$ cat config.mk
export PLATFORM = sky130hd
export DESIGN_NAME = pixel_replication_upscaler_top
export DESIGN_NICKNAME = d
export VERILOG_FILES = /design/src/hdl/prp_pkg.sv /design/src/hdl/prp_front.sv /design/src/hdl/prp_queue.sv /design/src/hdl/prp_back.sv /design/src/hdl/pixel_replication_upscaler_top.sv
export SDC_FILE = /design/constraint.sdc
export NUM_CORES = 2
export LEC_CHECK = 0
export BUFFER_PORTS_ARGS = -buffer_cell sky130_fd_sc_hd__buf_2
export CORE_MARGIN = 8
export CORE_UTILIZATION = 52
export CTS_CLUSTER_SIZE = 30
export DETAILED_ROUTE_END_ITERATION = 7
export GPL_ROUTABILITY_DRIVEN = 0
export GPL_TIMING_DRIVEN = 0
export PLACE_DENSITY = 0.73
export SLEW_MARGIN = 15
export SYNTH_ARGS = -nofsm -noshare
export SYNTH_HDL_FRONTEND = slang
export SYNTH_SLANG_ARGS = --single-unit
export TNS_END_PERCENT = 100
$ cat constraint.sdc
create_clock -name clk -period 4.4 [get_ports clk]
set_input_delay 0.88 -clock clk [delete_from_list [all_inputs] [get_ports clk]]
set_output_delay 0.88 -clock clk [all_outputs]
set_load 0.02 [all_outputs]
$ cat src/hdl/prp_pkg.sv
// ----------------------------------------------------------------------------
// Pixel replication upscaler package
// Shared constants, the command item passed from front to back, and the
// helpers that clamp the configured scale and line width.
// ----------------------------------------------------------------------------
package prp_pkg;

  localparam int MAX_WIDTH = 64;
  localparam int MAX_SCALE = 16;

  localparam int ColW   = 7;
  localparam int ScaleW = 5;
  localparam int AddrW  = $clog2(MAX_WIDTH);
  localparam int IdxW   = $clog2(MAX_SCALE);
  localparam int ChanW  = 8;
  localparam int RgbW   = 3 * ChanW;

  localparam int QDepth = 4;
  localparam int QPtrW  = $clog2(QDepth);
  localparam int QCntW  = $clog2(QDepth + 1);

  localparam int CfgIdxW  = 1;
  localparam int CfgDataW = 7;

  localparam logic [CfgIdxW-1:0] REG_SCALE_FACTOR = 1'b0;
  localparam logic [CfgIdxW-1:0] REG_LINE_WIDTH   = 1'b1;

  localparam logic FUNC_PIXEL  = 1'b0;
  localparam logic FUNC_REPLAY = 1'b1;

  typedef struct packed {
    logic [RgbW-1:0] rgb;
    logic            reject;
    logic            row_end;
  } prp_cmd_t;

  function automatic logic [ScaleW-1:0] eff_scale(input logic [ScaleW-1:0] sf);
    logic [ScaleW-1:0] s;
    s = sf;
    if (s == '0) s = ScaleW'(1);
    if (s > ScaleW'(MAX_SCALE)) s = ScaleW'(MAX_SCALE);
    return s;
  endfunction

  function automatic logic [ColW-1:0] eff_width(input logic [ColW-1:0] lw);
    logic [ColW-1:0] w;
    w = lw;
    if (w == '0) w = ColW'(1);
    if (w > ColW'(MAX_WIDTH)) w = ColW'(MAX_WIDTH);
    return w;
  endfunction

endpackage

$ cat src/hdl/prp_front.sv
// ----------------------------------------------------------------------------
// Upscaler front end
// Accepts items, keeps the row counters and the line store, and turns each
// item that has results into a command for the back end.
// ----------------------------------------------------------------------------
module prp_front (
  input  logic                       clk,
  input  logic                       rst_n,
  input  logic                       in_valid,
  output logic                       in_stall,
  input  logic                       func,
  input  logic [prp_pkg::ChanW-1:0]  red_in,
  input  logic [prp_pkg::ChanW-1:0]  green_in,
  input  logic [prp_pkg::ChanW-1:0]  blue_in,
  input  logic [prp_pkg::ScaleW-1:0] scale_eff,
  input  logic [prp_pkg::ColW-1:0]   width_eff,
  output logic                       push,
  output prp_pkg::prp_cmd_t          push_cmd,
  input  logic                       q_full
);
  import prp_pkg::*;

  logic [RgbW-1:0] line_mem [MAX_WIDTH];

  logic [ColW-1:0]   write_column_r, write_column_nxt;
  logic [ScaleW-1:0] replays_left_r, replays_left_nxt;
  logic [ColW-1:0]   replay_column_r, replay_column_nxt;

  logic            s1_valid_r, s1_valid_nxt;
  logic            s1_reject_r, s1_use_mem_r, s1_oor_r, s1_row_end_r;
  logic [RgbW-1:0] s1_pix_r, mem_rd_r;

  logic            accept;
  logic [RgbW-1:0] pix;
  logic            is_pixel, is_reject, is_run, is_replay, row_end;
  logic [ColW:0]   wc_inc, rc_inc;

  assign in_stall = s1_valid_r && q_full;
  assign accept   = in_valid && !in_stall;
  assign push     = s1_valid_r && !q_full;
  assign pix      = {red_in, green_in, blue_in};

  assign wc_inc = {1'b0, write_column_r} + 1'b1;
  assign rc_inc = {1'b0, replay_column_r} + 1'b1;

  always_comb begin
    is_pixel  = (func == FUNC_PIXEL);
    is_reject = is_pixel && (replays_left_r != '0);
    is_run    = is_pixel && (replays_left_r == '0);
    is_replay = (func == FUNC_REPLAY) && (replays_left_r != '0);
    row_end   = 1'b0;
    write_column_nxt  = write_column_r;
    replays_left_nxt  = replays_left_r;
    replay_column_nxt = replay_column_r;
    if (accept && is_run) begin
      row_end = (wc_inc >= {1'b0, width_eff});
      if (row_end) begin
        write_column_nxt  = '0;
        replays_left_nxt  = scale_eff - 1'b1;
        replay_column_nxt = '0;
      end else begin
        write_column_nxt = wc_inc[ColW-1:0];
      end
    end else if (accept && is_replay) begin
      row_end = (rc_inc >= {1'b0, width_eff});
      if (row_end) begin
        replay_column_nxt = '0;
        replays_left_nxt  = replays_left_r - 1'b1;
      end else begin
        replay_column_nxt = rc_inc[ColW-1:0];
      end
    end
    s1_valid_nxt = s1_valid_r && !push;
    if (accept) s1_valid_nxt = is_reject || is_run || is_replay;
  end

  always_ff @(posedge clk) begin
    if (!rst_n) begin
      write_column_r  <= '0;
      replays_left_r  <= '0;
      replay_column_r <= '0;
      s1_valid_r      <= 1'b0;
    end else begin
      write_column_r  <= write_column_nxt;
      replays_left_r  <= replays_left_nxt;
      replay_column_r <= replay_column_nxt;
      s1_valid_r      <= s1_valid_nxt;
    end
  end

  always_ff @(posedge clk) begin
    if (accept && is_run && (write_column_r < ColW'(MAX_WIDTH))) begin
      line_mem[write_column_r[AddrW-1:0]] <= pix;
    end
    if (accept) begin
      mem_rd_r     <= line_mem[replay_column_r[AddrW-1:0]];
      s1_oor_r     <= (replay_column_r >= ColW'(MAX_WIDTH));
      s1_reject_r  <= is_reject;
      s1_use_mem_r <= is_replay;
      s1_row_end_r <= row_end;
      s1_pix_r     <= pix;
    end
  end

  always_comb begin
    push_cmd.reject  = s1_reject_r;
    push_cmd.row_end = s1_row_end_r;
    if (s1_reject_r) push_cmd.rgb = '0;
    else if (s1_use_mem_r) push_cmd.rgb = s1_oor_r ? '0 : mem_rd_r;
    else push_cmd.rgb = s1_pix_r;
  end

endmodule

$ cat src/hdl/prp_queue.sv
// ----------------------------------------------------------------------------
// Upscaler command queue
// Short FIFO of commands between the front end and the back end.
// ----------------------------------------------------------------------------
module prp_queue (
  input  logic              clk,
  input  logic              rst_n,
  input  logic              push,
  input  prp_pkg::prp_cmd_t push_cmd,
  input  logic              pop,
  output prp_pkg::prp_cmd_t head,
  output logic              empty,
  output logic              full
);
  import prp_pkg::*;

  prp_cmd_t         q_r [QDepth];
  logic [QPtrW-1:0] wr_ptr_r, rd_ptr_r;
  logic [QCntW-1:0] cnt_r, cnt_nxt;

  assign empty = (cnt_r == '0);
  assign full  = (cnt_r == QCntW'(QDepth));
  assign head  = q_r[rd_ptr_r];

  always_comb begin
    cnt_nxt = cnt_r;
    if (push && !pop) cnt_nxt = cnt_r + 1'b1;
    else if (pop && !push) cnt_nxt = cnt_r - 1'b1;
  end

  always_ff @(posedge clk) begin
    if (!rst_n) begin
      wr_ptr_r <= '0;
      rd_ptr_r <= '0;
      cnt_r    <= '0;
    end else begin
      if (push) wr_ptr_r <= wr_ptr_r + 1'b1;
      if (pop) rd_ptr_r <= rd_ptr_r + 1'b1;
      cnt_r <= cnt_nxt;
    end
  end

  always_ff @(posedge clk) begin
    if (push) q_r[wr_ptr_r] <= push_cmd;
  end

endmodule

$ cat src/hdl/prp_back.sv
// ----------------------------------------------------------------------------
// Upscaler back end
// Expands the command at the queue head into its run of output copies, one
// per cycle while out_stall allows, through the output register.
// ----------------------------------------------------------------------------
module prp_back (
  input  logic                       clk,
  input  logic                       rst_n,
  input  prp_pkg::prp_cmd_t          head,
  input  logic                       empty,
  output logic                       pop,
  input  logic [prp_pkg::ScaleW-1:0] scale_eff,
  output logic                       out_valid,
  input  logic                       out_stall,
  output logic [prp_pkg::ChanW-1:0]  red_out,
  output logic [prp_pkg::ChanW-1:0]  green_out,
  output logic [prp_pkg::ChanW-1:0]  blue_out,
  output logic                       last_of_run,
  output logic                       end_of_line,
  output logic                       rejected
);
  import prp_pkg::*;

  logic            out_valid_r;
  logic [RgbW-1:0] rgb_r;
  logic            last_r, eol_r, rej_r;
  logic [IdxW-1:0] idx_r, idx_nxt;
  logic            slot_free, load, last;
  logic [ScaleW:0] idx_inc;

  assign slot_free = !out_valid_r || !out_stall;
  assign load      = slot_free && !empty;
  assign idx_inc   = (ScaleW+1)'(idx_r) + 1'b1;
  assign last      = head.reject || (idx_inc >= {1'b0, scale_eff});
  assign pop       = load && last;

  always_comb begin
    idx_nxt = idx_r;
    if (load) idx_nxt = last ? '0 : idx_inc[IdxW-1:0];
  end

  always_ff @(posedge clk) begin
    if (!rst_n) begin
      out_valid_r <= 1'b0;
      idx_r       <= '0;
    end else begin
      if (slot_free) out_valid_r <= !empty;
      idx_r <= idx_nxt;
    end
  end

  always_ff @(posedge clk) begin
    if (load) begin
      rgb_r  <= head.rgb;
      last_r <= last;
      eol_r  <= last && head.row_end && !head.reject;
      rej_r  <= head.reject;
    end
  end

  assign out_valid   = out_valid_r;
  assign red_out     = rgb_r[RgbW-1 -: ChanW];
  assign green_out   = rgb_r[2*ChanW-1 -: ChanW];
  assign blue_out    = rgb_r[ChanW-1:0];
  assign last_of_run = last_r;
  assign end_of_line = eol_r;
  assign rejected    = rej_r;

endmodule

$ cat src/hdl/pixel_replication_upscaler_top.sv
// ----------------------------------------------------------------------------
// Pixel replication upscaler
// Nearest-neighbor integer upscaler for 8-bit RGB pixels.
//
// Input channel (in_valid/in_stall): func 0 carries a pixel, which is stored
// in the line buffer and sent out scale times; func 1 asks for the next
// replayed pixel of the last full row. A pixel that arrives while replays are
// pending gives one result with rejected set. A replay with none pending
// gives nothing.
// Output channel (out_valid/out_stall): one copy per cycle unless stalled;
// last_of_run marks the final copy of an item and end_of_line the final
// pixel of a row. Config port (cfg_valid/cfg_ready, always ready): index 0
// scale_factor, index 1 line_width; write only while the block is idle.
// An item gives scale copies (one for a rejected pixel); the input takes
// one item per cycle while the 4-entry command queue has room, so the
// output port sets the sustained rate. Reset clears counters, queue and
// output; the line buffer is not cleared. When out_stall is high the output
// holds, the queue fills and then in_stall rises.
// ----------------------------------------------------------------------------
module pixel_replication_upscaler_top (
  input  logic                         clk,
  input  logic                         rst_n,
  input  logic                         in_valid,
  output logic                         in_stall,
  input  logic                         in_func,
  input  logic [prp_pkg::ChanW-1:0]    in_red_in,
  input  logic [prp_pkg::ChanW-1:0]    in_green_in,
  input  logic [prp_pkg::ChanW-1:0]    in_blue_in,
  output logic                         out_valid,
  input  logic                         out_stall,
  output logic [prp_pkg::ChanW-1:0]    out_red_out,
  output logic [prp_pkg::ChanW-1:0]    out_green_out,
  output logic [prp_pkg::ChanW-1:0]    out_blue_out,
  output logic                         out_last_of_run,
  output logic                         out_end_of_line,
  output logic                         out_rejected,
  input  logic                         cfg_valid,
  output logic                         cfg_ready,
  input  logic [prp_pkg::CfgIdxW-1:0]  cfg_index,
  input  logic [prp_pkg::CfgDataW-1:0] cfg_data
);
  import prp_pkg::*;

  logic [ScaleW-1:0] scale_factor_r;
  logic [ColW-1:0]   line_width_r;
  logic [ScaleW-1:0] scale_eff;
  logic [ColW-1:0]   width_eff;

  logic     push, pop, q_full, q_empty;
  prp_cmd_t push_cmd, head;

  assign cfg_ready = 1'b1;
  assign scale_eff = eff_scale(scale_factor_r);
  assign width_eff = eff_width(line_width_r);

  always_ff @(posedge clk) begin
    if (!rst_n) begin
      scale_factor_r <= ScaleW'(1);
      line_width_r   <= ColW'(MAX_WIDTH);
    end else if (cfg_valid && cfg_ready) begin
      unique case (cfg_index)
        REG_SCALE_FACTOR: scale_factor_r <= cfg_data[ScaleW-1:0];
        REG_LINE_WIDTH:   line_width_r   <= cfg_data[ColW-1:0];
        default: ;
      endcase
    end
  end

  prp_front u_front (
    .clk       (clk),
    .rst_n     (rst_n),
    .in_valid  (in_valid),
    .in_stall  (in_stall),
    .func      (in_func),
    .red_in    (in_red_in),
    .green_in  (in_green_in),
    .blue_in   (in_blue_in),
    .scale_eff (scale_eff),
    .width_eff (width_eff),
    .push      (push),
    .push_cmd  (push_cmd),
    .q_full    (q_full)
  );

  prp_queue u_queue (
    .clk      (clk),
    .rst_n    (rst_n),
    .push     (push),
    .push_cmd (push_cmd),
    .pop      (pop),
    .head     (head),
    .empty    (q_empty),
    .full     (q_full)
  );

  prp_back u_back (
    .clk         (clk),
    .rst_n       (rst_n),
    .head        (head),
    .empty       (q_empty),
    .pop         (pop),
    .scale_eff   (scale_eff),
    .out_valid   (out_valid),
    .out_stall   (out_stall),
    .red_out     (out_red_out),
    .green_out   (out_green_out),
    .blue_out    (out_blue_out),
    .last_of_run (out_last_of_run),
    .end_of_line (out_end_of_line),
    .rejected    (out_rejected)
  );

endmodule

* After elaboration in Yosys (flattened, before gate mapping) *
Memory sizes are Yosys's and may differ from the RTL's. A register that Yosys moved wholly into a read port is not among the register bits.
Cells that the tools add are included.
W data, S select, Z words.

operators by class
  bitwise gates (word level) = 2
  $lt $le $gt $ge = 7
  equal/unequal tests = 2
  shift-type cells = 0
  div/mod/pow operators = 0
  multiplexer cells = 28
  $add $sub $neg = 9
  reduce and logical (&&, ||, !) cells = 40
  $mul = 0

operators with widths
  operator               number
  $mux W24               3
  $mux W7                7
  $mux W5                6
  $add A7 B1 Y8 const B  2
  $ge A8 B7 Y1           2
  $logic_and A1 B1 Y1    16
  $logic_not A5 Y1       2
  $sub A5 B1 Y5 const B  2
  $logic_not A1 Y1       8
  $ge A7 B7 Y1 const B   1
  $gt A7 B7 Y1 const B   1
  $logic_not A7 Y1       1
  $lt A7 B7 Y1 const B   1
  $mux W1                7
  $ge A6 B5 Y1           1
  $mux W3                2
  $reduce_and A2 Y1      3
  $reduce_bool A2 Y1     3
  $add A4 B1 Y5 const B  1
  $gt A5 B5 Y1 const B   1
  $reduce_bool A5 Y1     1
  $add A2 B1 Y2 const B  2
  $logic_or A1 B1 Y1     4
  $mux W2                2
  8 further kinds        9

storage, ports and cells
  input bits = 38
  word-level logic and storage cells = 110
  bits in writable memories = 1,640
  latch bits = 0
  memories kept = 2
  output and inout bits = 30
  register bits = 99
  ROM bits = 0

memory list
  name              words  width  rd ports  clocked after Yosys merged registers in  write ports  RTL line         text
  u_front.line_mem  64     24     1         1                                        1            prp_front.sv:23  logic [RgbW-1:0] line_mem [MAX_WIDTH];
  u_queue.q_r       4      26     1         1                                        1            prp_queue.sv:17  prp_cmd_t q_r [QDepth];

* Logic depth before layout (Yosys ltp) *
  depth after elaboration = 10
  depth in mapped cells = 16
  depth with buffers taken out = 16

* By module *
From an unflattened synthesis, not the netlist that was laid out.

second synthesis, totals
  cells, all modules = 3,125
  area total of the unflattened synthesis = 67,812.5 um^2

by module, submodules not included
  module                          area each (um^2)  times used  sequential area each (um^2)  cells an instance
  prp_front                       61,788.0          1           48,086.1                     2,806
  prp_queue                       4,242.8           1           3,303.2                      179
  prp_back                        1,197.4           1           910.9                        72
  pixel_replication_upscaler_top  584.3             1           240.2                        68

* Least setup slack after synthesis *
OpenSTA, ideal clock, no wires.

  path type = input to register
  start = input port in_valid
  end = memory u_front.line_mem[15][0] in the netlist's numbering (enable)
  arrival time = 4,073 ps
  path buffers = 1
  slack = -78 ps
  required time = 3,995 ps
  cell stages on the path = 6
  setup time = 405 ps
  cells stage by stage = nand2_1 inv_1 nand3_1 or3_1 clkbuf_1 nor2_1

on the way
  cells in the longest elaborated chain, start to end = 5

RTL lines
  element                           RTL line                              text
  start: declaration                pixel_replication_upscaler_top.sv:23  input logic in_valid,
  $logic_and A1 B1 Y1               prp_front.sv:39                       assign accept = in_valid && !in_stall;
  net u_front.accept                prp_front.sv:33                       logic accept;
  $logic_and A1 B1 Y1 (2 in a row)  prp_front.sv:92                       if (accept && is_run && (write_column_r < ColW'(MAX_WIDTH))) begin
  $mux W1                           prp_front.sv:92
  $mux W1 (not written as such)     prp_front.sv:93                       line_mem[write_column_r[AddrW-1:0]] <= pix;
  end: declaration                  prp_front.sv:23

The timed path passes the listed nets, and every way through them passes these cells.

* Worst setup path in the final report *
  start = register u_queue.cnt_r[0]
  end = memory u_front.line_mem[8][17] in the netlist's numbering (enable)

on the way
  cells in the longest elaborated chain, start to end = 8

RTL lines
  element                           RTL line         text
  start: declaration                prp_queue.sv:19  logic [QCntW-1:0] cnt_r, cnt_nxt;
  start signal: assignment          prp_queue.sv:39  cnt_r <= cnt_nxt;
  $eq A3 B3 Y1                      prp_queue.sv:22  assign full = (cnt_r == QCntW'(QDepth));
  $logic_and A1 B1 Y1               prp_front.sv:38  assign in_stall = s1_valid_r && q_full;
  $logic_not A1 Y1                  prp_front.sv:39
  $logic_and A1 B1 Y1               prp_front.sv:39
  net u_front.accept                prp_front.sv:33
  $logic_and A1 B1 Y1 (2 in a row)  prp_front.sv:92
  $mux W1                           prp_front.sv:92
  $mux W1 (not written as such)     prp_front.sv:93

The timed path passes the listed nets, and every way through them passes these cells.

==> results by group <==
Clocking
  – Clk root buf: clkbuf_16
  – CTS clk-pin slew, worst paths: about 0.060 ns
  – Clock buffer depth: 3
  – H-tree depth: 4
  – Total CTS buffers: 169
  – CTS tree: yes
  – Clk_lat worst skew: 0.81 ns
  – Clk sink count: 1765

Global route
  – First-pass GRT wire length: between 200000 and 250000 um
  – Initial antenna violation count: 13
  – Overflow after GRT: 0
  – Number of global-route vias before repair: about 34k
  – Pin count of the biggest net entering global routing: 66
  – Total GRT Usage: 0.246

Logic synthesis
  – Post-synthesis mux area share: 0.165
  – Syn Std Cell Area: 67800 um2
  – Syn Area/Cell: 22.6 um2
  – Adder-cell share of the synthesized area: 0.00564
  – Top cell type's share of synthesized area: 0.761
  – Cell count after synthesis: 3001
  – Synthesized Nets: 3069
  – Area leader, netlist: edfxtp_1
  – Compound-gate portion of the synthesized area: 0.0177
  – Flops & latches, synth: 1765
  – Xor/xnor share of the synthesized area: 0.00258
  – Largest family of logic cells by synthesized area: multiplexers
  – Synth Area in Simple Gates: 0.0214
  – Ys Warns: 0
  – Synth async-reset ratio: 0
  – Post-synth EDFFs: approximately 1.7k
  – Post-synth top flop: edfxtp_1
  – Synth unique cells: 59
  – Commonest cells post-synth: edfxtp_1 (1719), mux4_2 (482), nor2_1 (149), clkbuf_1 (69), a21oi_1 (53)
  – Synth area leaders: edfxtp_1 (76%), mux4_2 (16%), dfxtp_1 (1.4%), nor2_1 (0.82%), mux2i_1 (0.55%)
  – Most numerous cell in the Yosys netlist: edfxtp_1
  – Sequential element share of the synthesized area: 0.774

STA
  – Clock skew: 0.0310 ns
  – Min cycle time layout: 4.29 ns
  – Slew Viols, Final: 0
  – RSZ-0062 raised after global routing: no
  – Period utilization: 0.976
  – Actual slew at the worst max-slew pin: between 1 and 1.5 ns
  – Setup violators final: 0
  – Final hold viol count: 0
  – Relative slew slack: 0.184
  – Setup_tns: 0 ns
  – Fmax: 0.233 GHz

Pwr
  – Leak: 24.0 nW
  – Worst VDD drop: 349 uV
  – Pwr Density: 449 nW/um2
  – Pwr Total: 35.0 mW

Routing
  – DRT Pass-1 Iters: 6
  – WL final: roughly 180000 um
  – Drt wl/cell: about 34 um
  – Post-DRT Antenna Nets: 0
  – Vias/cell: 6.55
  – Post-route DRC: 0
  – Via count: between 30k and 40k
  – DR iter-0 viols: slightly above 5k

Worst setup path
  – Worst setup SP type: flip-flop
  – CP arrival: roughly 4.8 ns
  – CP max FO: 27
  – Critical path required time: 4.89 ns
  – Critical Path End Type: flip-flop
  – Crit Path Class: flip-flop to flip-flop

Floorplan
  – Core footprint: 129000 um2
  – # IOs: 68
  – Rows: 132
  – Initial Util: 0.524
  – Die area: 142000 um2
  – Die Wd: around 380 um
  – Die height: approximately 380 um

Layout
  – Share of cells above drive strength 1: 0.300
  – Number of nets in the layout: approximately 3.4k
  – Finished Layout Cells: 5196
  – Area Overhead vs Synth: 14.9%
  – Post-Layout Inst Area: just under 80000 um2
  – Post-Route Utilization: 0.602

Outcome
  – Run status: complete, no violations

Job
  – Max-Cap Viols: 0

Placement
  – DP HPWL: around 110000 um
  – Placed Instance Area: 72500 um2
  – I/O Buffers: 64
  – Cell count after placement: 4872

Hold path
  – Hold crit path type: input pin to flip-flop
## layout by cell type (no fill, tap or decap), types with 9 or more instances in the layout
cell type / Yosys / final
a21oi_1: 53 / 52
a22oi_1: 21 / 21
buf_1: 15 / 14
buf_12: 0 / 31
buf_16: 0 / 39
buf_2: 45 / 86
buf_4: 15 / 44
buf_6: 12 / 12
bufinv_16: 0 / 10
clkbuf_1: 69 / 102
clkbuf_16: 0 / 175
clkinv_1: 0 / 33
clkinv_2: 0 / 37
dfxtp_1: 46 / 46
edfxtp_1: 1719 / 1719
ha_1: 29 / 29
inv_1: 16 / 15
mux2i_1: 37 / 37
mux4_2: 482 / 482
nand2_1: 43 / 42
nand2b_1: 11 / 11
nand3_1: 24 / 23
nor2_1: 149 / 85
nor2_4: 0 / 64
nor2b_1: 24 / 24
o211ai_1: 21 / 21
o21ai_1: 8 / 9
o22ai_1: 48 / 48
or2_2: 9 / 9
xnor2_1: 9 / 9
xor2_1: 11 / 11
## logic make-up (layout without fill, tap and decap cells)
family / Yosys count / after routing
AO/OA/AOI/OAI: 187 / 187
XOR/XNOR: 20 / 20
adder cells (fa/ha/maj): 30 / 30
buffers and inverters: 174 / 622
flip-flops: 1765 / 1765
multiplexers: 519 / 519
other: 1 / 6
AND/OR/NAND/NOR: 305 / 305
## final timing paths
check,start,end,depth (start not counted),slack [ns]
worst max-delay path,u_queue.cnt_r[0],u_front.line_mem[8][17],8,0.11
worst min-delay path,cfg_data[0],scale_factor_r[0],3,0.37
worst max register to register,u_queue.cnt_r[0],u_front.line_mem[8][17],8,0.11
worst min register to register,u_queue.rd_ptr_r[1],flip-flop,2,0.47
## registers in the layout (all words and copies together) (netlist names), named ones only
signal                   flops
u_front.write_column_r       7
u_front.replay_column_r      7
u_front.s1_pix_r            24
u_front.s1_valid_r           1
line_width_r                 7
u_queue.rd_ptr_r             2
u_back.out_valid             1
scale_factor_r               5
u_front.replays_left_r       5
u_back.last_of_run           1
u_queue.cnt_r                3
u_queue.q_r                104
u_front.s1_reject_r          1
u_back.rgb_r                24
u_back.end_of_line           1
u_front.mem_rd_r            24
u_back.rejected              1
u_front.line_mem          1536
u_front.s1_oor_r             1
u_queue.wr_ptr_r             2
u_front.s1_use_mem_r         1
u_back.idx_r                 4
u_front.s1_row_end_r         1
## final cells by class
class / count / area [um2]
antenna: 5 / 12.5
fill: 8625 / 51500
timing repair inverter: 1 / 5.00
inverter: 18 / 73.8
sequential: 1765 / 52500
clock buffer: 209 / 4510
multi-input combinational: 1062 / 14900
tap: 1742 / 2180
timing repair buffer: 143 / 2140
clock inverter: 95 / 751
buffer: 156 / 802
## routing by layer
metal  up-vias  part of all wire  track usage
li1      13300                 -            -
met1     17700              0.35        0.317
met2      2489              0.47        0.386
met3       543              0.12       0.0702
met4         6             0.056        0.123
met5         -           0.00024            0
## through the flow
stage          hold slack (ns)  worst slack (ns)
3_3_place_gp             0.459             -1.78
5_1_grt                  0.365            0.0740
6_report                 0.371             0.107
3_5_place_dp             0.458            -0.779
4_1_cts                  0.321            0.0230
2_1_floorplan            0.436             0.256
## where the power goes
part | leakage, nW | switching, mW | internal (mW)
Sequential | 15.9 | 0.0942 | 18.8
Clock | 2.59 | 6.20 | 7.85
Combinational | 5.51 | 1.32 | 0.743
## worst max-delay path, cell delays in order (launching register included)
cell,delay [ns]
dfxtp_1,0.42
nand4bb_1,0.23
nand2_1,0.28
clkinvlp_4,0.53
nand3_1,0.45
nor2_1,0.43
nand2_1,0.63
nor2_4,0.74
buf_16,0.23
## what timing repair did
action,in CTS,in global routing
gates resized for setup,2,8
endpoints found under the setup margin,431,41
gates cloned,1,0
setup buffers,8,4
pin swaps,3,2
hold buffers,0,0
Power figures use the tool's default switching activity.
